==> config.mk <==
export PLATFORM = sky130hd
export DESIGN_NAME = sdrm_div
export DESIGN_NICKNAME = d
export VERILOG_FILES = /design/src/design/sdrm_pkg.sv /design/src/design/sdrm_div.sv
export SDC_FILE = /design/constraint.sdc
export NUM_CORES = 1
export LEC_CHECK = 0
export BUFFER_PORTS_ARGS = -buffer_cell sky130_fd_sc_hd__buf_2
export CAP_MARGIN = 15
export CORE_ASPECT_RATIO = 2
export CORE_UTILIZATION = 46
export CTS_CLUSTER_SIZE = 12
export DETAILED_ROUTE_END_ITERATION = 12
export SLEW_MARGIN = 20
export SYNTH_ARGS = -nofsm -noshare
export SYNTH_HDL_FRONTEND = slang
export SYNTH_SLANG_ARGS = --single-unit
==> constraint.sdc <==
create_clock -name clk -period 11.4 [get_ports clk]
set_clock_uncertainty 0.05 [all_clocks]
set_input_delay 2.28 -clock clk [delete_from_list [all_inputs] [get_ports clk]]
set_output_delay 2.28 -clock clk [all_outputs]
set_load 0.005 [all_outputs]
==> src/design/sdrm_pkg.sv <==
package sdrm_pkg;

  localparam int DataW = 32;
  localparam int RadW  = 31;
  localparam int TrigW = 18;
  localparam int CfgW  = 31;
  localparam int CfgIdxW = 3;

  // register indexes
  localparam logic [CfgIdxW-1:0] RegThreeD   = 3'd0;
  localparam logic [CfgIdxW-1:0] RegInvRad   = 3'd1;
  localparam logic [CfgIdxW-1:0] RegInvLat   = 3'd2;
  localparam logic [CfgIdxW-1:0] RegInvLon   = 3'd3;
  localparam logic [CfgIdxW-1:0] RegRadPts   = 3'd4;
  localparam logic [CfgIdxW-1:0] RegLatPts   = 3'd5;
  localparam logic [CfgIdxW-1:0] RegLonPts   = 3'd6;

  // divider operand widths
  localparam int NumW = 64;
  localparam int DenW = 50;

  typedef struct packed {
    logic [31:0] u_outer;
    logic [31:0] u_inner;
    logic [31:0] u_centre;
    logic [31:0] v_next;
    logic [31:0] v_prev;
    logic [31:0] v_centre;
    logic [31:0] w_east;
    logic [31:0] w_west;
    logic [30:0] radius;
    logic [17:0] sin_colat;
    logic [17:0] cos_colat;
  } in_item_t;

  typedef struct packed {
    logic [31:0] residual;
    logic [31:0] max_residual;
    logic [5:0]  max_radial_index;
    logic [7:0]  max_lat_index;
    logic [8:0]  max_lon_index;
    logic        sweep_done;
  } out_item_t;

  typedef enum logic [3:0] {
    S_IDLE, S_MUL, S_Q0, S_Q1, S_Q2, S_Q3, S_SUM, S_PEAK, S_OUT
  } state_t;

  // divider control
  typedef struct packed {
    logic start;
    logic busy;
    logic done;
  } div_ctl_t;

  function automatic logic signed [63:0] sat32(input logic signed [63:0] x);
    if (x > 64'sd2147483647) return 64'sd2147483647;
    if (x < -64'sd2147483648) return -64'sd2147483648;
    return x;
  endfunction

endpackage

==> src/design/sdrm_div.sv <==
// Signed restoring divider, one quotient bit per cycle, truncating toward
// zero, saturated to 32 bits, zero divisor saturates by numerator sign.
module sdrm_div import sdrm_pkg::*; (
  input  logic                   clk,
  input  logic                   rst,
  input  logic                   start,
  input  logic signed [NumW-1:0] num,
  input  logic signed [DenW-1:0] den,
  output div_ctl_t               ctl,
  output logic signed [31:0]     quo
);
  localparam int CntW = $clog2(NumW + 1);

  logic [DenW-1:0] dabs;
  logic [NumW-1:0] q;
  logic [DenW:0]   rem;
  logic [CntW-1:0] cnt;
  logic            neg, busy, done, dzero, nneg, nzero;
  logic [DenW:0]   trial;
  logic signed [64:0] sq;

  assign trial = {rem[DenW-1:0], q[NumW-1]} - {1'b0, dabs};

  always_ff @(posedge clk) begin
    if (rst) begin
      busy <= 1'b0;
      done <= 1'b0;
    end else begin
      done <= 1'b0;
      if (start) begin
        busy <= 1'b1;
        cnt  <= CntW'(NumW);
        q    <= num[NumW-1] ? NumW'(-num) : NumW'(num);
        dabs <= den[DenW-1] ? DenW'(-den) : DenW'(den);
        rem  <= '0;
        neg  <= num[NumW-1] ^ den[DenW-1];
        dzero <= (den == '0);
        nneg  <= num[NumW-1];
        nzero <= (num == '0);
      end else if (busy) begin
        if (trial[DenW]) begin
          rem <= {rem[DenW-1:0], q[NumW-1]};
          q   <= {q[NumW-2:0], 1'b0};
        end else begin
          rem <= trial;
          q   <= {q[NumW-2:0], 1'b1};
        end
        cnt <= cnt - CntW'(1);
        if (cnt == CntW'(1)) begin
          busy <= 1'b0;
          done <= 1'b1;
        end
      end
    end
  end

  // sign and saturation of the magnitude quotient
  always_comb begin
    sq = neg ? -$signed({1'b0, q}) : $signed({1'b0, q});
    if (dzero) begin
      quo = nzero ? 32'sd0 : (nneg ? 32'h8000_0000 : 32'h7FFF_FFFF);
    end else if (sq > 65'sd2147483647) begin
      quo = 32'h7FFF_FFFF;
    end else if (sq < -65'sd2147483648) begin
      quo = 32'h8000_0000;
    end else begin
      quo = sq[31:0];
    end
  end

  assign ctl.start = start;
  assign ctl.busy  = busy;
  assign ctl.done  = done;
endmodule

# Word level (Yosys, flattened, before mapping)

Index checks and enable logic that the tools add are counted.

Bitwise operators: 3
Reduce and logical (&&, ||, !) cells: 6
Multiplexer cells: 18
$lt $le $gt $ge: 2
Equal/unequal tests: 1
$add $sub $neg: 5

Operators with widths:

| cell                 | count |
|---|---|
| $mux 64              | 3 |
| $mux 32              | 5 |
| $mux 50              | 2 |
| $gt 65x32->1 const B | 1 |
| $lt 65x32->1 const B | 1 |
| $mux 65              | 1 |
| $neg 64->65          | 1 |
| $logic_not 64->1     | 1 |
| $neg 64->64          | 1 |
| $sub 51x50->51       | 1 |
| $logic_not 50->1     | 1 |
| $neg 50->50          | 1 |
| $mux 49              | 1 |
| $eq 7x1->1 const B   | 1 |
| $mux 7               | 1 |
| $sub 7x1->7 const B  | 1 |
| $mux 1               | 5 |
| $reduce_and 2->1     | 2 |
| $reduce_or 3->1      | 1 |
| $not 1->1            | 2 |
| $reduce_bool 2->1    | 1 |
| $xor 1x1->1          | 1 |

Register bits: 177
Word-level logic and storage cells: 46
Input bits: 117

# Logic depth before layout (Yosys ltp)

Gate-level depths: netlist of run 1.

Word-level depth: 6
Gate-level depth with buffers: 17
Depth with buffers taken out: 15

# Worst setup path after synthesis of run 1

OpenSTA, ideal clock, no wires.

Path type: input -> register
From: in start
To: reg cnt[0], enable pin
Required time: 10.748 ns
Stages on the path: 4
Arrival time: 7.852 ns
Path slack: 2.896 ns
Path buffers: 2
Cell sequence: clkbuf_1 > clkbuf_1 > nor2_1 > nor2_1

Longest elaborated chain between the ends: 2

RTL lines:

| element                     | RTL line       | text |
|---|---|---|
| start, declared             | sdrm_div.sv:6  | `input logic start,` |
| $reduce_bool 2->1 (no line) | n/a            |  |
| $reduce_and 2->1 (no line)  | n/a            |  |
| end signal, assigned        | sdrm_div.sv:32 | `cnt <= CntW'(NumW);` |
| end signal, assigned        | sdrm_div.sv:48 | `cnt <= cnt - CntW'(1);` |
| end, declared               | sdrm_div.sv:17 | `logic [CntW-1:0] cnt;` |

Every way passes these cells.
A chain may end at the register's enable or synchronous reset.

# Final worst setup path of run 1

From: reg q[10]
To: out quo[23]

Longest elaborated chain between the ends: 6
Elaborated cells on any way between the ends: 7
Classes of those cells: add/sub (1); order compare (2); mux (4)

RTL lines:

| element                | RTL line       | text |
|---|---|---|
| start, declared        | sdrm_div.sv:15 | `logic [NumW-1:0] q;` |
| start signal, assigned | sdrm_div.sv:33 | `q <= num[NumW-1] ? NumW'(-num) : NumW'(num);` |
| start signal, assigned | sdrm_div.sv:43 | `q <= {q[NumW-2:0], 1'b0};` |
| start signal, assigned | sdrm_div.sv:46 | `q <= {q[NumW-2:0], 1'b1};` |
| $neg 64->65            | sdrm_div.sv:59 | `sq = neg ? -$signed({1'b0, q}) : $signed({1'b0, q});` |
| $mux 65 (*)            | sdrm_div.sv:59 |  |
| $lt 65x32->1           | sdrm_div.sv:64 | `end else if (sq < -65'sd2147483648) begin` |
| $mux 32                | sdrm_div.sv:64 |  |
| $mux 32 (*)            | sdrm_div.sv:62 | `end else if (sq > 65'sd2147483647) begin` |
| $mux 32 (*)            | sdrm_div.sv:60 | `if (dzero) begin` |
| end, declared          | sdrm_div.sv:10 | `output logic signed [31:0] quo` |

Mark *: on every way between the ends. The rest lies on a longest branch, timed or not.

==> impl_results.rst, run 1 <==
.. list-table::
   :header-rows: 1

   * - Metric
     - Value
   * - Global-route wire length before repair
     - around 61 mm
   * - Maximum single-stage delay on the critical path
     - approximately 0.83 ns
   * - Tightest slew margin relative to the limit
     - 0.319
   * - Main combinational cell family by area after synthesis
     - compound AO/OA/AOI/OAI gates
   * - Number of hold buffers added after cts
     - 0
   * - Number of antenna violations at the first check in global routing
     - 1
   * - Final cell utilization of the core
     - 0.521
   * - End of the worst register-to-register path
     - rem[15]
   * - Top cells by count, synth
     - 175 x edfxtp_1, 166 x nor2_1, 130 x a21oi_1
   * - Fill cells
     - between 2,000 and 3,000
   * - Wire length reported by the detailed router
     - approximately 38 mm
   * - Proportion of synthesized chip area in sequential cells
     - 0.374
   * - Layout cell share with drive strength beyond 1
     - 0.130
   * - Worst R2R Setup Slack
     - approximately 5.4 ns
   * - Peak supply drop
     - approximately 120 µV
   * - Post-synthesis async set-or-reset flop share
     - 0
   * - Startpoint of the most critical setup path
     - q[10]
   * - Primary flip-flop cell chosen by synthesis mapping
     - edfxtp_1
   * - Area fraction of the dominant cell type after synthesis
     - 0.371
   * - Final std cell area, no fill
     - about 0.016 mm²
   * - Cell area after synthesis
     - between 0.01 and 0.015 mm²
   * - Top-Level Pins
     - ~150
   * - Area share of and/or/nand/nor cells after synthesis
     - 0.174
   * - GP Congestion
     - between 0.9 and 1
   * - Flip-flop and latch count after synthesis
     - about 180
   * - Total negative setup slack
     - 0 ns
   * - Critical path's slowest cell
     - o31a_1
   * - H-tree levels
     - 4
   * - Clock tree from TritonCTS
     - yes
   * - Number of max-cap violations
     - 0
   * - Cells resized by post-CTS repair
     - 0
   * - Peak clock frequency supported by timing
     - 0.127 GHz
   * - Actual slew at the worst max-slew pin
     - between 1 and 1.5 ns
   * - LEAKAGE
     - between 6 and 7 nW
   * - Mean Syn Cell Area
     - roughly 9 µm²
   * - Count of yosys warnings during synthesis
     - 0
   * - Count of routing violations after the opening detailed-route iteration
     - 604
   * - Clock transition time at the flip-flop clock pins of the worst setup and hold paths
     - around 0.070 ns
   * - Die Y-Extent
     - 250 µm
   * - Average via count per standard cell
     - 5.89
   * - Largest delay share family, worst path
     - simple AND/OR/NAND/NOR gates
   * - Number of buffers created by CTS
     - 17
   * - Clk buf depth
     - 2
   * - Setup crit end
     - quo[23]
   * - Most common cell on crit path
     - nand4_1
   * - Area inside the core boundary
     - between 0.03 and 0.04 mm²
   * - Power density over the cells
     - approximately 130 mW/mm²
   * - RSZ-0062 raised after global routing
     - no
   * - Number of I/O port buffers
     - roughly 150
   * - Number of flops mapped to enable cells by yosys
     - 175
   * - Worst Path Required
     - 9.07 ns
   * - Clk Latency, worst-skew pair
     - between 0.4 and 0.5 ns
   * - Synth Area in XOR/XNOR
     - 0.129
   * - Clock sink count
     - approximately 180
   * - # setup viols final
     - 0
   * - Chip width
     - approximately 130 µm
   * - Status
     - finished, final reports clean
   * - Dpl cell area
     - around 0.015 mm²
   * - Number of hold violations in the final report
     - 0
   * - Number of distinct library cells after synthesis
     - 80
   * - Mux contribution to synthesized area
     - 0.0369
   * - Post-DRT Antenna Nets
     - 0
   * - Leftover overflow at the end of global routing
     - 0
   * - Number of buffers inserted by post-CTS setup repair
     - 0
   * - CP endpoint kind
     - output pin
   * - Area enclosed by the die boundary
     - about 0.032 mm²
   * - Total number of placement rows
     - 90
   * - Kind of critical path
     - reg2out
   * - Global-route total usage across every layer
     - 0.248
   * - Top cells by area in the synthesized netlist
     - edfxtp_1 37%, xor2_1 7.2%, xnor2_1 5.7%, ha_1 4.9%, a21oi_1 4.6%
   * - Crit path launch type
     - flop
   * - Number of remaining DRC errors
     - 0
   * - Arrival time at the worst endpoint
     - 5.56 ns
   * - Reg2reg start
     - q[63]
   * - Number of inserted diodes
     - 0
   * - Number of standard cells after synthesis
     - approximately 1,600
   * - Post-layout minimum cycle time
     - slightly below 8 ns
   * - Pin count of the biggest net entering global routing
     - between 70 and 80
   * - Routed wire length per instance
     - between 15 and 20 µm
   * - Count of cell instances traversed by the critical path
     - 12
   * - Final-report max-slew violation count
     - 0
   * - Relative area change from synthesis to final layout
     - 11.0%
   * - Detailed Place HPWL
     - slightly below 30 mm
   * - Cell taking the most area after synthesis
     - edfxtp_1
   * - Fin Hold WS
     - between 0.4 and 0.5 ns
   * - Ordered cell list for the critical path
     - or4_4 -> nor4_2 -> nand4_1 -> or2_1 -> or4b_1 -> a211o_1 -> a21oi_1 -> nand4_1 -> o211ai_1 -> o31a_1 -> o21ai_0 -> buf_2
   * - Root buf cell
     - clkbuf_16
   * - Bufs and invs on worst path
     - 1
   * - Router iterations before antenna repair
     - 6
   * - Depth of the worst register-to-register path
     - 16
   * - Synthesized-area fraction occupied by ao, oa, aoi and oai cells
     - 0.192
   * - Most numerous cell in the Yosys netlist
     - edfxtp_1
   * - Critical path peak fanout
     - 31
   * - Adder and majority cell fraction of the synthesized area
     - 0.0500
   * - Post-route fraction of the period consumed by the critical path
     - 0.692
   * - Synthesized net count
     - ~1,800
   * - Path type of the worst min-delay path
     - reg2reg
   * - Number of nets in the finished design
     - roughly 1,800
   * - Via count of the routed design
     - around 12,000
   * - Initial Util
     - 0.469
   * - Vias in the first global route
     - 12,100
-- sequential cells by signal (all words and copies together), names as in the netlist --
name / count
done: 1
rem: 50
nneg: 1
q: 64
nzero: 1
cnt: 7
neg: 1
busy: 1
dzero: 1
dabs: 50
-- per-stage QoR --
step	setup slack, ns	total power (W)	instances
finish	3.51	0.00207	2050
global placement	4.33	0.00146	2020
detailed placement	4.13	0.00147	2020
global route	3.05	0.00218	2050
floorplan	2.90	0.00130	1578
CTS	3.60	0.00208	2050
-- layout make-up --
cell class	instances	area, µm²	share of cell area
clock inverter	12	165	0.0105
inverter	79	297	0.0189
timing repair buffer	158	817	0.0520
multi-input combinational	1238	8260	0.525
clock buffer	18	429	0.0273
tap	368	460	0.0293
sequential	177	5300	0.337
-- cell usage in the layout (no fill, tap or decap), drive strengths merged, types with 5 or more instances in the layout --
cell type,count
o41ai,25
clkbuf,18
or3,35
o31a,5
ha,55
a211oi,5
nand2,101
o21ai,121
nor3,39
edfxtp,175
xor2,116
mux2i,50
nand2b,9
a21oi,130
o21bai,7
a21boi,5
buf,158
nand3,23
o211ai,6
nand3b,5
o31ai,58
o21a,7
or2,10
inv,80
or4,22
nor4,25
a21o,19
a31oi,9
and3,5
nor2,167
clkinv,6
nor2b,8
and2,5
xnor2,92
nand4,19
-- power breakdown --
part | internal (W) | switching, W | leakage, nW
combinational | 0.000256 | 0.000360 | 4.13
clock | 0.000362 | 0.000254 | 0.287
sequential | 0.000794 | 0.0000459 | 1.68
-- worst min path at each step --
stage          start    to  slack [ns]  cells past startpoint
6_report        busy  done        0.46                      1
5_1_grt         busy  done        0.49                      1
4_1_cts         busy  done        0.47                      1
3_5_place_dp    busy  done        0.46                      1
3_3_place_gp    busy  done        0.46                      1
2_1_floorplan   busy  done        0.43                      1
-- logic make-up after synthesis --
family / after synthesis
compound gates: 434
xor+xnor: 208
fa+ha+maj: 56
buf+inv: 163
flops: 177
mux: 52
simple gates: 488
-- worst reg2reg max path: stages (launching register included) --
cell and delay, ns:
edfxtp_1 0.41, inv_1 0.12, ha_1 0.23, fa_1 0.41, nor2b_1 0.17, o31a_1 0.19
a31o_2 0.20, a21o_1 0.18, o21ai_0 0.20, o21ai_0 0.58, a31oi_1 0.33, o31a_1 0.47
o21a_1 0.22, o211ai_1 0.81, buf_4 0.75, mux2i_1 0.37, nor2_1 0.06
-- per-layer routing --
| metal | global-route usage | vias to the layer above | part of all wire |
|---|---|---|---|
| met5 | 0 | - | 0.00044 |
| met4 | 0.122 | 2 | 0.042 |
| met3 | 0.0340 | 87 | 0.028 |
| met2 | 0.491 | 285 | 0.57 |
| met1 | 0.245 | 5711 | 0.36 |
| li1 | - | 5989 | - |
(Power assumes the default switching activity.)
==> run 2, diff against run 1 <==
- PLACE_DENSITY: unset -> 0.67
- clock period: 11.4 -> 7.2 ns (I/O delays scaled with it)
==> run 2 against run 1 <==
Effect of this change:
- register-to-register slack worse by 3.5 ns
- die area stayed put
- clock power is 43% higher
- global-route usage is 0.17 points lower
- core utilization hardly changed
- non-clock buffer count is 5 higher
- sequential power is 58% higher
- sequential share of layout area hardly changed
- combinational power is 60% higher
- count of clock-buffer cells in the layout stayed put
- critical path depth is 1 higher
- highest routed layer is now met4
==> impl_results.rst, run 2 (synthesized netlist as in run 1, its figures left out) <==
.. list-table::
   :header-rows: 1

   * - Metric
     - Value
   * - Number of hold violations in the final report
     - 0 (unchanged)
   * - GP Congestion
     - 0.939 (-0.60%)
   * - Clk Latency, worst-skew pair
     - 0.45 ns (about the same)
   * - Area enclosed by the die boundary
     - 0.0315 mm² (unchanged)
   * - Power density over the cells
     - 203 mW/mm² (+54%)
   * - Relative area change from synthesis to final layout
     - 11.1% (about the same)
   * - Number of buffers inserted by post-CTS setup repair
     - 0 (unchanged)
   * - Die Y-Extent
     - 250 µm (unchanged)
   * - Post-Layout Cell Count
     - 2,060 (+0.49%)
   * - Count of cell instances traversed by the critical path
     - 13 (+1)
   * - Number of antenna violations at the first check in global routing
     - 3 (+2)
   * - Total negative setup slack
     - 0 ns (unchanged)
   * - Chip width
     - 126 µm (unchanged)
   * - Bufs and invs on worst path
     - 1 (unchanged)
   * - End of the worst register-to-register path
     - rem[29]
   * - Post-DRT Antenna Nets
     - 0 (unchanged)
   * - Critical path's slowest cell
     - or4_4
   * - Via count of the routed design
     - 12,300 (+1.5%)
   * - Initial Util
     - 0.469 (unchanged)
   * - Ordered cell list for the critical path
     - or4_4 -> nor4_2 -> nand4_1 -> or2_1 -> o21ai_0 -> xor2_1 -> or4_1 -> nor4_1 -> nand4_1 -> nor4_2 -> o21ai_4 -> o21ai_0 -> buf_2
   * - HP Start
     - busy
   * - Routed wire length per instance
     - 18.5 µm (-0.94%)
   * - Worst R2R Setup Slack
     - 1.82 ns (-3.54 ns)
   * - # setup viols final
     - 0 (unchanged)
   * - Average via count per standard cell
     - 5.95 (+1.0%)
   * - Top flop regs
     - q x64, dabs x50, rem x50
   * - Root buf cell
     - clkbuf_16
   * - Number of max-cap violations
     - 0 (unchanged)
   * - RSZ-0062 raised after global routing
     - no
   * - Routed met1 length
     - 13.7 mm (-0.51%)
   * - Hold Crit Endpoint
     - done
   * - Routed length on met3
     - 1.26 mm (+17%)
   * - Flip-flop count of the largest register, all copies and words added
     - 64 (unchanged)
   * - Top metal layer carrying routed signals
     - met4
   * - Met2 wire length
     - 21.0 mm (-3.4%)
   * - CP endpoint kind
     - output pin
   * - Number of I/O port buffers
     - 151 (unchanged)
   * - Area inside the core boundary
     - 0.0302 mm² (unchanged)
   * - Top-Level Pins
     - 152 (unchanged)
   * - Fin Hold WS
     - 0.467 ns (+0.00401 ns)
   * - Register containing the most flip-flops in the final layout
     - q
   * - Placed instance count
     - 2,025 (+0.25%)
   * - Peak supply drop
     - 195 µV (+68%)
   * - Number of nets in the finished design
     - 1,849 (+0.27%)
   * - Leftover overflow at the end of global routing
     - 0 (unchanged)
   * - Arrival time at the worst endpoint
     - 5.10 ns (-0.46 ns)
   * - Kind of critical path
     - reg2out
   * - Clock transition time at the flip-flop clock pins of the worst setup and hold paths
     - 0.07 ns (about the same)
   * - Status
     - finished, final reports clean
   * - Pin count of the biggest net entering global routing
     - 100 (+27%)
   * - Vias in the first global route
     - 12,100 (+0.40%)
   * - Highest-count cells in the layout ignoring fill and taps
     - 175 x edfxtp_1, 164 x nor2_1, 150 x buf_2
   * - Actual slew at the worst max-slew pin
     - 1.01 ns (-0.00527 ns)
   * - Layout cell share with drive strength beyond 1
     - 0.134 (+0.00420)
   * - Most common cell after layout, fill and taps aside
     - edfxtp_1
   * - Peak clock frequency supported by timing
     - ~0.15 GHz
   * - Detailed Place HPWL
     - 28.9 mm (+0.34%)
   * - Crit path launch type
     - flop
   * - Total number of placement rows
     - 90 (unchanged)
   * - Number of buffers created by CTS
     - 17 (unchanged)
   * - Clk buf depth
     - 2 (unchanged)
   * - H-tree levels
     - 4 (unchanged)
   * - Cells resized by post-CTS repair
     - 0 (unchanged)
   * - Hold Path Stages
     - 1 (unchanged)
   * - Wire length reported by the detailed router
     - 38.1 mm (-0.46%)
   * - LEAKAGE
     - 6.11 nW (+0.21%)
   * - Critical path peak fanout
     - 31 (unchanged)
   * - Worst Path Required
     - 5.71 ns (-3.36 ns)
   * - Clock tree from TritonCTS
     - yes
   * - Path type of the worst min-delay path
     - reg2reg
   * - Tightest slew margin relative to the limit
     - 0.325 (+0.00649)
   * - Global-route total usage across every layer
     - 0.246 (-0.00167)
   * - Global-route wire length before repair
     - 60.8 mm (-0.44%)
   * - Post-route fraction of the period consumed by the critical path
     - 0.915
   * - Count of routing violations after the opening detailed-route iteration
     - 716 (+19%)
   * - Post-layout minimum cycle time
     - between 6 and 7 ns
   * - Final-report max-slew violation count
     - 0 (unchanged)
   * - Clock sink count
     - 177 (unchanged)
   * - Largest delay share family, worst path
     - simple AND/OR/NAND/NOR gates
   * - Reg2reg start
     - q[63]
   * - Number of remaining DRC errors
     - 0 (unchanged)
   * - Fill cells
     - 2,833 (-0.87%)
   * - Maximum single-stage delay on the critical path
     - 0.57 ns (-0.26 ns)
   * - Number of hold buffers added after cts
     - 0 (unchanged)
   * - Depth of the worst register-to-register path
     - 16 (unchanged)
   * - Router iterations before antenna repair
     - 5 (-1)
-- run 2: cell types whose count changed in the layout (fill, tap and decap cells not counted), moves of 2 or more --
cell,change
bufinv_16,-3
clkinv_2,+3
buf_4,+2
diode_2,+3
clkinv_4,+2
buf_12,+2
-- run 2: worst reg2reg max path: stages (launching register included) --
cell and delay [ns]:
edfxtp_1 0.41, inv_1 0.11, ha_1 0.22, fa_1 0.42
nor2b_1 0.18, o31a_1 0.19, a31o_2 0.21, a21o_1 0.17
o21ai_0 0.18, o21ai_0 0.48, a31oi_1 0.36, o31a_1 0.48
o21a_1 0.22, o211ai_1 0.62, buf_12 0.37, mux2i_1 0.38
nor2_1 0.06
-- run 2: stage by stage --
step                      setup WS [ns]  total power [W]  utilization  cell area, µm²
after floorplan                    1.57          0.00205            -           14200
after global placement             1.14          0.00231        0.503           15200
after detailed placement          0.996          0.00233        0.503           15200
after CTS                         0.472          0.00321        0.521           15700
after global routing              0.239          0.00336        0.521           15700
final                             0.612          0.00319        0.521           15700
-- run 2: power by group --
group	internal, W	total, W	switching [W]
Sequential	0.00126	0.00133	0.0000725
Combinational	0.000413	0.000984	0.000571
Clock	0.000473	0.000880	0.000407
-- run 2: layout make-up --
class	instances	area, µm²	share of cell area
flip-flops and latches	177	5300	0.336
well taps	368	460	0.0293
diodes	3	7.51	0.000477
repair buffers	163	877	0.0557
clock inverters	14	113	0.00716
multi-input cells	1238	8260	0.525
inverters	79	297	0.0188
clock buffers	18	429	0.0273
-- run 2: worst max path at each step --
stage,from,slack [ns],end
2_1_floorplan,start,1.57,cnt[0]
3_3_place_gp,q[11],1.14,quo[22]
3_5_place_dp,q[10],1.0,quo[23]
4_1_cts,q[10],0.47,quo[23]
5_1_grt,q[5],0.24,quo[27]
6_report,q[10],0.61,quo[23]
-- run 2: metal layers --
layer / GRT usage / vias up
li1: - / 6021
met1: 0.244 / 5796
met2: 0.475 / 337
met5: 0 / -
met3: 0.0329 / 104
met4: 0.148 / 0
==> run 3, diff against run 2 <==
- PLACE_DENSITY: 0.67 -> unset
- PLACE_DENSITY_LB_ADDON: unset -> 0.3
==> run 3 against run 2 <==
Effect of this change:
- critical path depth stayed put
- cell area about the same
- via count is 0.21% higher
- hold slack better by 0.022 ns
- sequential share of layout area hardly changed
- count of clock-buffer cells in the layout is the same
==> impl_results.rst, run 3 (synthesized netlist as in run 1, its figures left out) <==
.. list-table::
   :header-rows: 1

   * - Metric
     - Value
   * - Actual slew at the worst max-slew pin
     - 0.899 ns (-0.113 ns)
   * - Vias in the first global route
     - 12,300 (+1.2%)
   * - Area inside the core boundary
     - 0.0302 mm² (unchanged)
   * - Number of buffers inserted by post-CTS setup repair
     - 0 (unchanged)
   * - Router iterations before antenna repair
     - 5 (unchanged)
   * - Global-route wire length before repair
     - 61.5 mm (+1.1%)
   * - Cells resized by post-CTS repair
     - 0 (unchanged)
   * - Fill cells
     - 2,828 (-0.18%)
   * - Post-Layout Cell Count
     - 2,058 (-0.097%)
   * - # setup viols final
     - 0 (unchanged)
   * - Number of hold buffers added after cts
     - 0 (unchanged)
   * - Number of hold violations in the final report
     - 0 (unchanged)
   * - Total number of placement rows
     - 90 (unchanged)
   * - Kind of critical path
     - reg2out
   * - CP endpoint kind
     - output pin
   * - Tightest slew margin relative to the limit
     - 0.397 (+0.0719)
   * - Critical path's slowest cell
     - or4_1
   * - Post-DRT Antenna Nets
     - 0 (unchanged)
   * - Layout cell share with drive strength beyond 1
     - 0.135 (+0.00110)
   * - GP Congestion
     - 0.934 (-0.59%)
   * - Depth of the worst register-to-register path
     - 16 (unchanged)
   * - HP Start
     - busy
   * - Average via count per standard cell
     - 5.97 (+0.31%)
   * - Number of max-cap violations
     - 0 (unchanged)
   * - Global-route total usage across every layer
     - 0.247 (+0.000794)
   * - H-tree levels
     - 4 (unchanged)
   * - Power density over the cells
     - 205 mW/mm² (+1.1%)
   * - Status
     - finished, final reports clean
   * - Initial Util
     - 0.469 (unchanged)
   * - Die Y-Extent
     - 250 µm (unchanged)
   * - Chip width
     - 126 µm (unchanged)
   * - Top-Level Pins
     - 152 (unchanged)
   * - Final-report max-slew violation count
     - 0 (unchanged)
   * - Most common cell after layout, fill and taps aside
     - edfxtp_1
   * - Detailed Place HPWL
     - 28.7 mm (-0.72%)
   * - Clk buf depth
     - 2 (unchanged)
   * - Peak supply drop
     - 182 µV (-7.0%)
   * - Flip-flop count of the largest register, all copies and words added
     - 64 (unchanged)
   * - Arrival time at the worst endpoint
     - 5.11 ns (about the same)
   * - Hold Crit Endpoint
     - done
   * - Area enclosed by the die boundary
     - 0.0315 mm² (unchanged)
   * - Worst Path Required
     - 5.71 ns (about the same)
   * - Number of inserted diodes
     - 0 (-3)
   * - Post-layout minimum cycle time
     - 6.60 ns (+0.0149 ns)
   * - Peak clock frequency supported by timing
     - 0.151 GHz (-0.23%)
   * - Via count of the routed design
     - 12,300 (+0.21%)
   * - Pin count of the biggest net entering global routing
     - 122 (+22%)
   * - Path type of the worst min-delay path
     - reg2reg
   * - Highest-count cells in the layout ignoring fill and taps
     - 175 x edfxtp_1, 164 x nor2_1, 150 x buf_2
   * - Hold Path Stages
     - 1 (unchanged)
   * - Clock sink count
     - 177 (unchanged)
   * - Number of remaining DRC errors
     - 0 (unchanged)
   * - Clk Latency, worst-skew pair
     - 0.45 ns (about the same)
   * - Register containing the most flip-flops in the final layout
     - q
   * - Number of buffers created by CTS
     - 17 (unchanged)
   * - Clock tree from TritonCTS
     - yes
   * - End of the worst register-to-register path
     - rem[15]
   * - Crit path launch type
     - flop
   * - LEAKAGE
     - 6.12 nW (+0.13%)
   * - Post-route fraction of the period consumed by the critical path
     - 0.917 (+0.00207)
   * - Placed instance count
     - 2,026 (+0.049%)
   * - Number of I/O port buffers
     - 151 (unchanged)
   * - Maximum single-stage delay on the critical path
     - 0.65 ns (+0.08 ns)
   * - Worst R2R Setup Slack
     - 1.96 ns (+0.14 ns)
   * - Number of nets in the finished design
     - 1,850 (+0.054%)
   * - Final cell utilization of the core
     - 0.522 (about the same)
   * - Top flop regs
     - q x64, dabs x50, rem x50
   * - Number of antenna violations at the first check in global routing
     - 0 (-3)
   * - Critical path peak fanout
     - 31 (unchanged)
   * - Root buf cell
     - clkbuf_16
   * - Clock transition time at the flip-flop clock pins of the worst setup and hold paths
     - 0.07 ns (about the same)
   * - Leftover overflow at the end of global routing
     - 0 (unchanged)
   * - Wire length reported by the detailed router
     - 38.1 mm (+0.21%)
   * - Total negative setup slack
     - 0 ns (unchanged)
   * - Count of routing violations after the opening detailed-route iteration
     - 624 (-13%)
   * - Ordered cell list for the critical path
     - or4_1 -> nor4_1 -> nand4_1 -> or2_1 -> o21ai_0 -> xor2_1 -> or4_1 -> nor4_1 -> nand4_1 -> nor4_2 -> o21ai_4 -> o21ai_0 -> buf_2
   * - Reg2reg start
     - q[63]
   * - Routed wire length per instance
     - 18.5 µm (+0.31%)
   * - RSZ-0062 raised after global routing
     - no
   * - Relative area change from synthesis to final layout
     - 11.1% (about the same)
[run 3: cell count changes in the layout (fill, tap and decap cells not counted), sizes merged]
| cell | delta |
|---|---|
| diode | -3 |
| clkinv | -2 |
| buf | +1 |
| bufinv | +1 |
| clkinvlp | +1 |
[run 3: area by class of cell]
cell class	count	area, µm²	area share
timing repair buffer	164	868	0.0551
tap	368	460	0.0292
inverter	79	297	0.0188
multi-input combinational	1238	8260	0.525
sequential	177	5300	0.336
clock buffer	18	429	0.0273
clock inverter	14	138	0.00874
[run 3: worst max-delay path by stage]
| stage | endpoint | slack (ns) | start | cells past startpoint |
|---|---|---|---|---|
| finish | quo[6] | 0.60 | q[6] | 13 |
| global route | quo[23] | 0.34 | q[11] | 13 |
| CTS | quo[6] | 0.55 | q[11] | 13 |
| detailed placement | quo[6] | 1.07 | q[11] | 13 |
| global placement | quo[22] | 1.19 | q[11] | 13 |
| floorplan | cnt[0] | 1.57 | start | 4 |
[run 3: where the power goes]
group,internal (W),switching (W)
clock,0.000509,0.000412
sequential,0.00126,0.0000757
combinational,0.000408,0.000571
total,0.00217,0.00106
[run 3: per-layer routing]
metal,routed length (µm),track usage,vias up
met3,1140,0.0267,109
met5,0,0,-
li1,-,-,5995
met1,13700,0.246,5828
met2,21500,0.487,352
met4,1780,0.133,0
[run 3: stage by stage]
step                cell area, µm²  setup slack (ns)  power [W]  hold slack [ns]
floorplan                    14200              1.57    0.00205            0.429
global placement             15200              1.19    0.00230            0.467
detailed placement           15200              1.07    0.00232            0.485
CTS                          15700             0.551    0.00325            0.495
global route                 15700             0.338    0.00340            0.506
finish                       15700             0.597    0.00323            0.488
[run 3: worst max-delay path: cells and delay by family, from the launching register on]
kind            cells  cell delay [ns]
compound gates      3             0.78
xor+xnor            1             0.09
buf+inv             1             0.14
flops               1             0.43
simple gates        8             3.20
